File: config.mk
export PLATFORM = sky130hd
export DESIGN_NAME = bagsel_back_flat
export DESIGN_NICKNAME = d
export VERILOG_FILES = /design/src/sv/bagsel_pkg.sv /design/src/sv/bagsel_if.sv /design/src/sv/bagsel_back.sv /design/src/flat_wrapper.sv
export SDC_FILE = /design/constraint.sdc
export NUM_CORES = 1
export LEC_CHECK = 0
export BUFFER_PORTS_ARGS = -buffer_cell sky130_fd_sc_hd__buf_2
export CAP_MARGIN = 20
export CORE_AREA = 5 5 342 277
export DETAILED_ROUTE_END_ITERATION = 10
export DIE_AREA = 0 0 347 282
export PLACE_DENSITY = 0.49
export SLEW_MARGIN = 40
export SYNTH_ARGS = -nofsm -noshare
export SYNTH_HDL_FRONTEND = slang
export SYNTH_SLANG_ARGS = --single-unit
File: constraint.sdc
create_clock -name clk -period 16.6 [get_ports clk]
set_input_delay 1.66 -clock clk [delete_from_list [all_inputs] [get_ports clk]]
set_output_delay 1.66 -clock clk [all_outputs]
set_load 0.005 [all_outputs]
File: src/sv/bagsel_pkg.sv
// Shared constants, field types and control structs for the best-arm gap selector.
// Depends on nothing; every other file of the block but bagsel_ram imports it.
package bagsel_pkg;

  localparam int MAX_ARMS    = 64;
  localparam int ID_W        = 10;
  localparam int BOUND_W     = 32;
  localparam int TAG_W       = 16;
  localparam int EPS_W       = 31;
  localparam int DIFF_W      = BOUND_W + 1;
  localparam int IDX_W       = $clog2(MAX_ARMS);
  localparam int CNT_W       = $clog2(MAX_ARMS + 1);
  localparam int RAM_DEPTH   = 2 * MAX_ARMS;
  localparam int RAM_AW      = $clog2(RAM_DEPTH);
  localparam int QUEUE_DEPTH = 2;
  localparam int QPTR_W      = $clog2(QUEUE_DEPTH);
  localparam int QCNT_W      = $clog2(QUEUE_DEPTH + 1);
  localparam int CFG_IDX_W   = 1;
  localparam int CFG_W       = EPS_W;

  localparam logic [CFG_IDX_W-1:0] CFG_GAP_EPSILON  = CFG_IDX_W'(0);
  localparam logic [CFG_IDX_W-1:0] CFG_STOP_FEATURE = CFG_IDX_W'(1);

  typedef struct packed {
    logic [ID_W-1:0]           id;
    logic signed [BOUND_W-1:0] lower;
    logic signed [BOUND_W-1:0] upper;
    logic [TAG_W-1:0]          tag;
  } arm_word_t;

  localparam int ARM_W = $bits(arm_word_t);

  // Summary of one closed set, handed from the loader to the scanner.
  typedef struct packed {
    logic                      bank;
    logic [CNT_W-1:0]          count;
    logic                      err;
    logic [ID_W-1:0]           first_id;
    arm_word_t                 ldr;
    logic                      stop_present;
    logic signed [BOUND_W-1:0] stop_lower;
  } set_desc_t;

  typedef struct packed {
    logic valid;
    logic bank;
  } bank_rel_t;

  typedef struct packed {
    logic [EPS_W-1:0] gap_epsilon;
    logic [ID_W-1:0]  stop_feature;
  } cfg_t;

endpackage

File: src/sv/bagsel_if.sv


interface bagsel_out_if import bagsel_pkg::*; ();
  logic            valid;
  logic            ready;
  logic [ID_W-1:0] chosen_arm;
  logic [ID_W-1:0] leader_arm;
  logic [ID_W-1:0] best_arm;
  logic            stop_found;
  logic            all_same_error;

  modport source (output valid, chosen_arm, leader_arm, best_arm, stop_found, all_same_error,
                  input ready);
  modport sink (input valid, chosen_arm, leader_arm, best_arm, stop_found, all_same_error,
                output ready);
endinterface

File: src/sv/bagsel_back.sv
// Set scanner: rereads a mixed-tag set from the arm RAM to find the challenger, forms
// the gap and width tests and holds the result in an output register. Uses bagsel_pkg.
module bagsel_back import bagsel_pkg::*; (
  input  logic              clk,
  input  logic              rst_n,
  input  cfg_t              cfg,
  input  logic              q_empty,
  input  set_desc_t         q_head,
  output logic              q_pop,
  output bank_rel_t         rel,
  output logic              rd_en,
  output logic [RAM_AW-1:0] rd_addr,
  input  arm_word_t         rd_data,
  bagsel_out_if.source      out_res
);

  localparam logic [1:0] ST_IDLE = 2'd0;
  localparam logic [1:0] ST_SCAN = 2'd1;
  localparam logic [1:0] ST_CALC = 2'd2;
  localparam logic [1:0] ST_EMIT = 2'd3;

  logic [1:0]                state_r, state_nxt;
  set_desc_t                 desc_r, desc_nxt;
  logic [CNT_W-1:0]          idx_r, idx_nxt;
  logic                      pend_r, pend_nxt;
  logic                      have_c_r, have_c_nxt;
  arm_word_t                 c_r, c_nxt;
  logic signed [DIFF_W-1:0]  gap_r, gap_nxt, lgap_r, lgap_nxt;
  logic signed [DIFF_W-1:0]  wb_r, wb_nxt, wc_r, wc_nxt;
  logic signed [DIFF_W-1:0]  eps;
  logic                      out_valid_r, out_valid_nxt;
  logic [ID_W-1:0]           chosen_r, chosen_nxt, leader_r, leader_nxt, best_r, best_nxt;
  logic                      stop_r, stop_nxt, err_r, err_nxt;
  logic                      slot_free, stop_now;

  function automatic logic signed [DIFF_W-1:0] sx(input logic signed [BOUND_W-1:0] v);
    return {v[BOUND_W-1], v};
  endfunction

  assign out_res.valid          = out_valid_r;
  assign out_res.chosen_arm     = chosen_r;
  assign out_res.leader_arm     = leader_r;
  assign out_res.best_arm       = best_r;
  assign out_res.stop_found     = stop_r;
  assign out_res.all_same_error = err_r;

  always_comb begin
    state_nxt     = state_r;
    desc_nxt      = desc_r;
    idx_nxt       = idx_r;
    pend_nxt      = 1'b0;
    have_c_nxt    = have_c_r;
    c_nxt         = c_r;
    gap_nxt       = gap_r;
    lgap_nxt      = lgap_r;
    wb_nxt        = wb_r;
    wc_nxt        = wc_r;
    chosen_nxt    = chosen_r;
    leader_nxt    = leader_r;
    best_nxt      = best_r;
    stop_nxt      = stop_r;
    err_nxt       = err_r;
    q_pop         = 1'b0;
    rel.valid     = 1'b0;
    rel.bank      = desc_r.bank;
    rd_en         = 1'b0;
    rd_addr       = {desc_r.bank, idx_r[IDX_W-1:0]};
    eps           = $signed({{(DIFF_W - EPS_W){1'b0}}, cfg.gap_epsilon});
    slot_free     = !out_valid_r || out_res.ready;
    stop_now      = (gap_r <= eps);
    out_valid_nxt = out_valid_r && !out_res.ready;

    unique case (state_r)
      ST_IDLE: begin
        if (!q_empty) begin
          q_pop    = 1'b1;
          desc_nxt = q_head;
          idx_nxt  = '0;
          have_c_nxt = 1'b0;
          if (q_head.err) begin
            // No scan is needed when every tag matches; the bank is free at once.
            rel.valid = 1'b1;
            rel.bank  = q_head.bank;
            state_nxt = ST_EMIT;
          end else begin
            state_nxt = ST_SCAN;
          end
        end
      end
      ST_SCAN: begin
        rd_en = (idx_r != desc_r.count);
        if (rd_en) begin
          idx_nxt  = idx_r + 1'b1;
          pend_nxt = 1'b1;
        end
        if (pend_r && (rd_data.tag != desc_r.ldr.tag) &&
            (!have_c_r || (rd_data.upper > c_r.upper))) begin
          c_nxt      = rd_data;
          have_c_nxt = 1'b1;
        end
        if (!rd_en && !pend_r) begin
          rel.valid = 1'b1;
          state_nxt = ST_CALC;
        end
      end
      ST_CALC: begin
        gap_nxt   = sx(c_r.upper) - sx(desc_r.ldr.lower);
        lgap_nxt  = sx(desc_r.ldr.lower) - sx(desc_r.stop_lower);
        wb_nxt    = sx(desc_r.ldr.upper) - sx(desc_r.ldr.lower);
        wc_nxt    = sx(c_r.upper) - sx(c_r.lower);
        state_nxt = ST_EMIT;
      end
      ST_EMIT: begin
        if (slot_free) begin
          out_valid_nxt = 1'b1;
          if (desc_r.err) begin
            chosen_nxt = desc_r.first_id;
            leader_nxt = desc_r.first_id;
            best_nxt   = desc_r.first_id;
            stop_nxt   = 1'b1;
            err_nxt    = 1'b1;
          end else begin
            leader_nxt = desc_r.ldr.id;
            chosen_nxt = (wc_r > wb_r) ? c_r.id : desc_r.ldr.id;
            best_nxt   = (stop_now && desc_r.stop_present && (lgap_r <= eps)) ?
                         cfg.stop_feature : desc_r.ldr.id;
            stop_nxt   = stop_now;
            err_nxt    = 1'b0;
          end
          state_nxt = ST_IDLE;
        end
      end
    endcase
  end

  always_ff @(posedge clk) begin
    if (!rst_n) begin
      state_r     <= ST_IDLE;
      pend_r      <= 1'b0;
      have_c_r    <= 1'b0;
      idx_r       <= '0;
      out_valid_r <= 1'b0;
    end else begin
      state_r     <= state_nxt;
      pend_r      <= pend_nxt;
      have_c_r    <= have_c_nxt;
      idx_r       <= idx_nxt;
      out_valid_r <= out_valid_nxt;
    end
  end

  always_ff @(posedge clk) begin
    desc_r   <= desc_nxt;
    c_r      <= c_nxt;
    gap_r    <= gap_nxt;
    lgap_r   <= lgap_nxt;
    wb_r     <= wb_nxt;
    wc_r     <= wc_nxt;
    chosen_r <= chosen_nxt;
    leader_r <= leader_nxt;
    best_r   <= best_nxt;
    stop_r   <= stop_nxt;
    err_r    <= err_nxt;
  end

endmodule

File: src/flat_wrapper.sv
// flat-port wrapper written by rule: the top's interface ports become plain ports
module bagsel_back_flat import bagsel_pkg::*;
  (clk, rst_n, cfg, q_empty, q_head, q_pop, rel, rd_en, rd_addr, rd_data, out_res_valid, out_res_chosen_arm, out_res_leader_arm, out_res_best_arm, out_res_stop_found, out_res_all_same_error, out_res_ready);
  bagsel_out_if out_res_i ();
  input  logic clk;
  input  logic rst_n;
  input  cfg_t cfg;
  input  logic q_empty;
  input  set_desc_t q_head;
  output logic q_pop;
  output bank_rel_t rel;
  output logic rd_en;
  output logic [RAM_AW-1:0] rd_addr;
  input  arm_word_t rd_data;
  output wire logic [$bits(out_res_i.valid)-1:0] out_res_valid;
  output wire logic [$bits(out_res_i.chosen_arm)-1:0] out_res_chosen_arm;
  output wire logic [$bits(out_res_i.leader_arm)-1:0] out_res_leader_arm;
  output wire logic [$bits(out_res_i.best_arm)-1:0] out_res_best_arm;
  output wire logic [$bits(out_res_i.stop_found)-1:0] out_res_stop_found;
  output wire logic [$bits(out_res_i.all_same_error)-1:0] out_res_all_same_error;
  input wire logic [$bits(out_res_i.ready)-1:0] out_res_ready;
  assign out_res_valid = out_res_i.valid;
  assign out_res_chosen_arm = out_res_i.chosen_arm;
  assign out_res_leader_arm = out_res_i.leader_arm;
  assign out_res_best_arm = out_res_i.best_arm;
  assign out_res_stop_found = out_res_i.stop_found;
  assign out_res_all_same_error = out_res_i.all_same_error;
  assign out_res_i.ready = out_res_ready;
  bagsel_back u_core (.clk(clk), .rst_n(rst_n), .cfg(cfg), .q_empty(q_empty), .q_head(q_head), .q_pop(q_pop), .rel(rel), .rd_en(rd_en), .rd_addr(rd_addr), .rd_data(rd_data), .out_res(out_res_i));
endmodule
## Yosys cells after proc, flatten, opt, wreduce, memory -nomap -nowiden

Index checks and enable logic that the tools add are counted.

- Flip-flop bits (word level): 392
- Output and inout bits: 44
- Input port bits: 277
- Word-level logic and storage cells: 97

- Equality and inequality tests: 10
- Bitwise operators: 1
- Reduce and logical (&&, ||, !) cells: 22
- Add/subtract/negate cells: 5
- Multiplexer cells: 28
- $lt $le $gt $ge: 4

Operators with widths:

| cell | count |
|---|---|
| subtractor 32 x 32 -> 33 bit | 4 |
| <= comparator 33 x 32 -> 1 bit | 2 |
| 2-to-1 mux 10 bit | 5 |
| greater-than comparator 33 bit | 1 |
| greater-than comparator 32 bit | 1 |
| != test 16 bit | 1 |
| 2-to-1 mux 7 bit | 2 |
| one-hot mux 7 bit (2 select lines) | 1 |
| 2-to-1 mux 2 bit | 6 |
| 2-to-1 mux 1 bit | 11 |
| AND reduction 3 bit | 3 |
| != test 2 x 1 -> 1 bit (second input constant) | 4 |
| one-hot mux 2 bit (4 select lines) | 1 |
| AND reduction 2 bit | 4 |
| adder 7 x 1 -> 7 bit (second input constant) | 1 |
| != test 7 bit | 1 |
| logical AND 1 bit | 6 |
| zero test 1 bit | 5 |
| == test 2 bit (second input constant) | 2 |
| one-hot mux 1 bit (2 select lines) | 2 |
| == test 2 x 1 -> 1 bit (second input constant) | 1 |
| zero test 2 bit | 1 |
| logical OR 1 bit | 2 |
| != test 2 bit (second input constant) | 1 |
| 2 further kinds | 2 |

## Longest topological paths before layout

Gate-level depths: netlist of run 1.

- Depth after elaboration: 5
- Mapped depth: 12
- Depth with buffers taken out: 12

## Least setup slack after synthesis of run 1

OpenSTA, ideal clock, no wires.

- Path type: input port to output port
- Start: input port q_empty
- End: output port rel[0] (netlist bit)
- Data arrival time: 9,083 ps
- Path buffers: 0
- Path slack: 5,857 ps
- Cell stages on the path: 3
- Cells stage by stage: nor2b_1 nand2_1 mux2_2

RTL lines:

| element | line | source |
|---|---|---|
| from (decl) | flat_wrapper.sv:8 | `input logic q_empty;` |
| to (decl) | flat_wrapper.sv:11 | `output bank_rel_t rel;` |

## Worst setup path after layout of run 1

- Start: input port q_empty
- End: output port q_pop

- Longest elaborated chain between the ends: 2

RTL lines:

| element | line | source |
|---|---|---|
| 2-to-1 mux 1 bit | bagsel_back.sv:75 | `if (!q_empty) begin` |
| 2-to-1 mux 1 bit | bagsel_back.sv:73 | `unique case (state_r)` |
| to (decl) | flat_wrapper.sv:10 | `output logic q_pop;` |

No other way between the ends.

==> run summary, run 1 <==
H-tree levels: 2
Post-synth ARST share: 0%
syn_nets: 2463
Setup crit start kind: input port
mux share of post-synthesis cell area: 1.93%
Core Rows: 99
Slew Limit Fails: 0
largest family of logic cells by synthesized area: adder cells
share of cells above drive strength 1: 18.7%
DP Area: 25700 um^2
synth warn: 0
Clock power frac: 26.0%
CTS resizes: 0
crit-path max FO: 27
Worst Hold Class: reg2reg
Slew headroom: 47.1%
setup TNS: 0 ns
synthesized area: 22500 um^2
clock-pin slew on the worst setup and hold paths: 0.06 ns
vias post-DR: 16100
Root Driver: clkbuf_16
Synth Area per Inst: 11.7 um^2
sw power: 0.00133 W
Layout area overhead: 20.6%
crit end category: primary output
Die H: 282 um
initial antenna violation count: 17
ANT nets after route: 0
Iter 0 DRT Violations: 943
fill count: 9369
FMAX: 239 MHz
Remaining DRCs: 0
sw frac: 34.6%
Reg power frac: 39.6%
final setup margin: 12.41 ns
Critical Path Start: q_empty
Die X: 347 um
Total Routing Usage GR: 13.5%
Setup CP Type: in2out
worst slew pin tran: 0.794 ns
Hold WS: 0.516 ns
drt first pass iters: 7
maxcap violations: 0
unrepaired setup endpoints after global routing: no
cell area after layout: 27200 um^2
crit path DAT: 2.53 ns
Comb power frac: 34.4%
Synth Area in XOR/XNOR: 5.06%
period utilization: 25.3%
Internal: 0.00252 W
drt total wl: 68.5 mm
Detail Placement HPWL: 54.6 mm
final setup vio count: 0
Reg-to-Reg Start: u_core.c_r[17]$_DFFE_PP_
first-pass GRT wire length: 101 mm
post-route insts no fill: 3533
Max rail drop VDD: 67.8 uV
Synth Area in Compound Gates: 13.9%
Final Hold Viols: 0
largest net degree at the start of global routing: 73
post-synthesis sequential area ratio: 51.7%
Critical Path RT: 14.94 ns
Core ar.: 90700 um^2
run status: completed
count of cell types in the netlist: 79
vias per cell: 4.56
min-delay src: u_core.idx_r[6]$_SDFFE_PN0P_
#FFs+latches synth: 392
Storage cell area: 11700 um^2
Synth Area in Adders: 14.8%
dpl cells: 3447
Place WS: 11.64 ns
setup repair bufs after CTS: 0
Sink Count: 392
die area: 97900 um^2
EDFF count, synth: 380
leakage: 11.5 nW
worst skew pair latency: 0.61 ns
most frequent cells in the layout: edfxtp_1 (380), buf_2 (320), ha_1 (259)
vias in the first global route: 16900
total grt overflow: 0
cts bufs inserted: 48
simple-gate share of the synthesized area: 8.14%
IO buf count: 320
Multi-input gate area: 9930 um^2
I/O pins: 321
skew final: 0.0308 ns
GPL Wtd Cong: 0.857
post-layout min period: 4.19 ns
Max Root-Sink Buffers: 3
ys flop type: edfxtp_1
nets: 2826
cell count after synthesis: 1922
Pwr per Cell Area: 142 nW/um^2
commonest non-fill, non-tap cell in the layout: edfxtp_1
hold buffers post-CTS: 0
routed wire length per instance: 19.4 um
Starting Density: 24.8%
CTS tree: yes
final timing paths:
| check | to | slack [ns] | depth (start not counted) |
|---|---|---|---|
| setup / recovery | q_pop | 12.41 | 4 |
| hold / removal | u_core.idx_r[6]$_SDFFE_PN0P_ | 0.52 | 2 |
| setup reg to reg | u_core.c_r[70]$_DFFE_PP_ | 12.87 | 12 |
| hold reg to reg | u_core.idx_r[6]$_SDFFE_PN0P_ | 0.52 | 2 |
power groups by stage:
stage | logic (W) | registers [W] | clock network (W)
after floorplan | 0.000948 | 0.00153 | 0
after global placement | 0.00128 | 0.00155 | 0
after detailed placement | 0.00132 | 0.00155 | 0
after CTS | 0.00134 | 0.00153 | 0.00104
after global routing | 0.00149 | 0.00155 | 0.00108
final | 0.00132 | 0.00153 | 0.00100
cells in the mapped netlist (all sizes together), types with 8 or more instances:
cell type	instances	area (um^2)
edfxtp	380	11400
a211oi	17	128
o21a	29	218
o21ai	70	369
nor4	14	87.6
nand2	71	267
nor2	99	372
a31oi	13	81.3
nand2b	14	87.6
a21o	80	601
nand4	37	231
buf	11	70.1
nor3	17	85.1
o211ai	8	60.1
ha	260	3250
dfxtp	12	240
inv	241	905
o21bai	16	120
mux2i	31	310
mux2	11	124
a221oi	18	175
xnor2	74	648
nand3	33	165
nor2b	28	175
xor2	56	490
and3	19	119
a21oi	151	767
worst max-delay path: stages:
cell and delay, ns:
buf_2 0.14, nor2b_4 0.12, buf_4 0.37, buf_2 0.21
cells by family after synthesis:
group / Yosys count
AO/OA/AOI/OAI: 471
buffers and inverters: 259
XOR/XNOR: 130
AND/OR/NAND/NOR: 364
multiplexers: 42
flip-flops: 392
adder cells (fa/ha/maj): 264
layout make-up:
type,count,area share (%)
Timing Repair Buffer,331,6.32
Sequential cell,392,42.9
Antenna cell,6,0.0553
Tap cell,1212,5.58
Multi-Input combinational cell,1271,36.5
Clock inverter,23,0.737
Clock buffer,57,4.55
Inverter,241,3.33
layer usage:
metal	global-route usage (%)	share of wire [%]	vias to the layer above
met5	0	0.15	-
met4	3.45	2.2	16
met3	2.81	5.3	106
met2	22.1	46	383
met1	18.3	47	7727
li1	-	-	7868
state kept, by name, summed over array words and instances, names as in the netlist:
name,flops
u_core.out_res.best_arm,10
u_core.out_res.stop_found,1
u_core.pend_r,1
u_core.have_c_r,1
u_core.out_res.leader_arm,10
u_core.out_res.chosen_arm,10
u_core.desc_r,141
u_core.rd_addr,1
u_core.lgap_r,33
u_core.out_res.all_same_error,1
u_core.wb_r,33
u_core.idx_r,7
u_core.gap_r,33
u_core.wc_r,33
u_core.out_res.valid,1
u_core.state_r,2
u_core.c_r,74
stage by stage:
stage          util (%)  power, W
3_5_place_dp       28.4   0.00287
5_1_grt            29.9   0.00411
4_1_cts            29.9   0.00391
3_3_place_gp       28.3   0.00283
2_1_floorplan         -   0.00248
6_report           30.0   0.00385
Power figures use the tool's default switching activity.
==> run 2: changes to the inputs <==
- ABC_AREA: default -> 1
- CORE_AREA: 5 5 342 277 -> 5 5 352 285
- DIE_AREA: 0 0 347 282 -> 0 0 357 290
- PLACE_DENSITY: 0.49 -> 0.5
- clock period: 16.6 -> 3.5 ns (I/O delays scaled with it)
==> run 2 against run 1 <==
Net effect:
- die area rose by 5.8%
- synthesized area is 6.1% higher
- register-to-register slack got worse by 12 ns
- first-iteration DRC count rose by 6.2%
- global-route usage increased by 0.83 points
- combinational power grew to 5.0 times the previous value
- final cell count grew 23%
- worst hold slack worse by 0.44 ns
- critical path depth is 14 higher
- clock skew decreased by 0.0017 ns
- critical endpoint is now u_core.c_r[53]$_DFFE_PP_
- largest power group unchanged
==> run summary, run 2 <==
run status: completed
hold buffers post-CTS: 217
first-pass GRT wire length: 114 mm
Slew Limit Fails: 0
nets: 3570
synth top area cells: edfxtp_1 (48%), ha_1 (14%), nand2_1 (7.2%), inv_1 (6.5%), a21oi_1 (3.5%)
Detail Placement HPWL: 61.0 mm
commonest non-fill, non-tap cell in the layout: nand2_1
vias post-DR: 18800
Final Hold Viols: 0
vias per cell: 4.32
synthesized area: 23900 um^2
ANT nets after route: 0
I/O pins: 321
Max Root-Sink Buffers: 3
Slew headroom: 53.0%
most common cell in the synthesized netlist: nand2_1
largest net degree at the start of global routing: 90
die area: 104000 um^2
Max rail drop VDD: 320 uV
fill count: 10100
Core ar.: 96200 um^2
H-tree levels: 2
worst slew pin tran: 0.706 ns
period utilization: 85.9%
unrepaired setup endpoints after global routing: no
WHS Path Cells: 4
Worst Hold Class: in2reg
clock-pin slew on the worst setup and hold paths: 0.06 ns
GPL Wtd Cong: 0.878
FMAX: 332 MHz
final setup vio count: 0
crit-path max FO: 74
Top Registers: u_core.desc_r x141, u_core.c_r x74
Starting Density: 24.8%
top-area cell type share of the netlist area: 47.8%
cell area after layout: 30900 um^2
skew final: 0.0292 ns
cell count after synthesis: 2444
count of cell types in the netlist: 54
drt first pass iters: 5
CTS tree: yes
crit path DAT: 3.25 ns
share of cells above drive strength 1: 16.2%
Synth Area per Inst: 9.77 um^2
leakage: 13.8 nW
setup TNS: 0 ns
Root Driver: clkbuf_16
worst skew pair latency: 0.61 ns
Setup CP Type: reg2reg
ys flop type: edfxtp_1
Die H: 290 um
post-layout min period: 3.01 ns
Commonest cells post-synth: nand2_1 (457), inv_1 (413), edfxtp_1 (380)
Remaining DRCs: 0
Iter 0 DRT Violations: 1001
routed wire length per instance: 17.3 um
total grt overflow: 0
IO buf count: 320
maxcap violations: 0
drt total wl: 75.6 mm
Post-synth ARST share: 0%
Setup crit start kind: flip-flop
most frequent cells in the layout: nand2_1 (457), inv_1 (411), edfxtp_1 (380)
Worst R2R Setup Slack: 0.49 ns
cts bufs inserted: 48
#FFs+latches synth: 392
Sink Count: 392
Reg with most FFs: u_core.desc_r
Die X: 357 um
Layout area overhead: 29.2%
flip-flop count of the largest register after layout: 141
synth warn: 0
syn_nets: 2985
Core Rows: 102
Total Routing Usage GR: 14.3%
initial antenna violation count: 3
crit end category: flip-flop
setup repair bufs after CTS: 0
vias in the first global route: 19400
antenna cells: 0
Pwr per Cell Area: 604 nW/um^2
EDFF count, synth: 380
CTS resizes: 0
Critical Path RT: 3.74 ns
post-synthesis sequential area ratio: 48.8%
DP Area: 27200 um^2
Worst R2R Path Depth: 18
cell taking the most area after synthesis: edfxtp_1
-- run 2: per-stage QoR --
| stage | power, W | hold WS (ns) | util, % | std cells | setup WS (ns) |
|---|---|---|---|---|---|
| after floorplan | 0.0115 | 0.430 | - | 2444 | 0.152 |
| after global placement | 0.0137 | 0.462 | 28.2 | 4060 | 0.473 |
| after detailed placement | 0.0137 | 0.452 | 28.3 | 4062 | 0.457 |
| after global routing | 0.0200 | 0.0855 | 32.1 | 4363 | 0.287 |
| final | 0.0186 | 0.0745 | 32.1 | 4363 | 0.492 |
| after CTS | 0.0190 | 0.00134 | 32.1 | 4363 | 0.443 |
-- run 2: final timing paths --
path,startpoint,to
max,u_core.c_r[17]$_DFFE_PP_,u_core.c_r[53]$_DFFE_PP_
min,out_res_ready,u_core.out_res.valid$_SDFF_PN0_
max reg2reg,u_core.c_r[17]$_DFFE_PP_,u_core.c_r[53]$_DFFE_PP_
min reg2reg,u_core.have_c_r$_SDFFE_PN0P_,u_core.have_c_r$_SDFFE_PN0P_
-- run 2: layout make-up --
type                    instances  area [um^2]  share of cell area [%]
multi-input cells            1624        10600                    34.4
clock buffers                  54         1220                    3.97
clock inverters                30          262                   0.848
flip-flops and latches        392        11700                    37.8
inverters                     414         1560                    5.04
well taps                    1300         1630                    5.27
repair buffers                549         3920                    12.7
-- run 2: layer usage --
metal	track usage, %	share of wire, %
met2	22.2	43
met5	0	0
met3	2.12	4.9
met1	20.7	49
met4	3.94	2.6
-- run 2: worst max-delay path, stage by stage (launching register included) --
cell	delay (ns)
edfxtp_1	0.50
inv_1	0.32
ha_1	0.32
nand2_1	0.07
nand2_1	0.04
nand2_1	0.05
nand2_1	0.05
nand2_1	0.06
nand2_1	0.09
nand2_1	0.07
nand2_1	0.08
nand2_1	0.08
nand2_1	0.05
nand2_1	0.05
nand3_1	0.13
nand2_1	0.09
nand2_1	0.09
clkinv_2	0.07
buf_12	0.32
-- run 2: kinds of logic (layout without fill, tap and decap cells) --
logic type,Yosys count,after routing,share of synthesized area (%)
AO/OA/AOI/OAI,381,381,10.1
XOR/XNOR,128,128,4.69
adder cells (fa/ha/maj),264,264,14.0
buffers and inverters,428,1047,6.88
flip-flops,392,392,48.8
multiplexers,1,1,0.0472
AND/OR/NAND/NOR,850,850,15.5
-- run 2: power breakdown --
group / internal (W) / switching, W
registers: 0.00666 / 0.000524
logic: 0.00239 / 0.00423
clock network: 0.00274 / 0.00209
total: 0.0118 / 0.00684
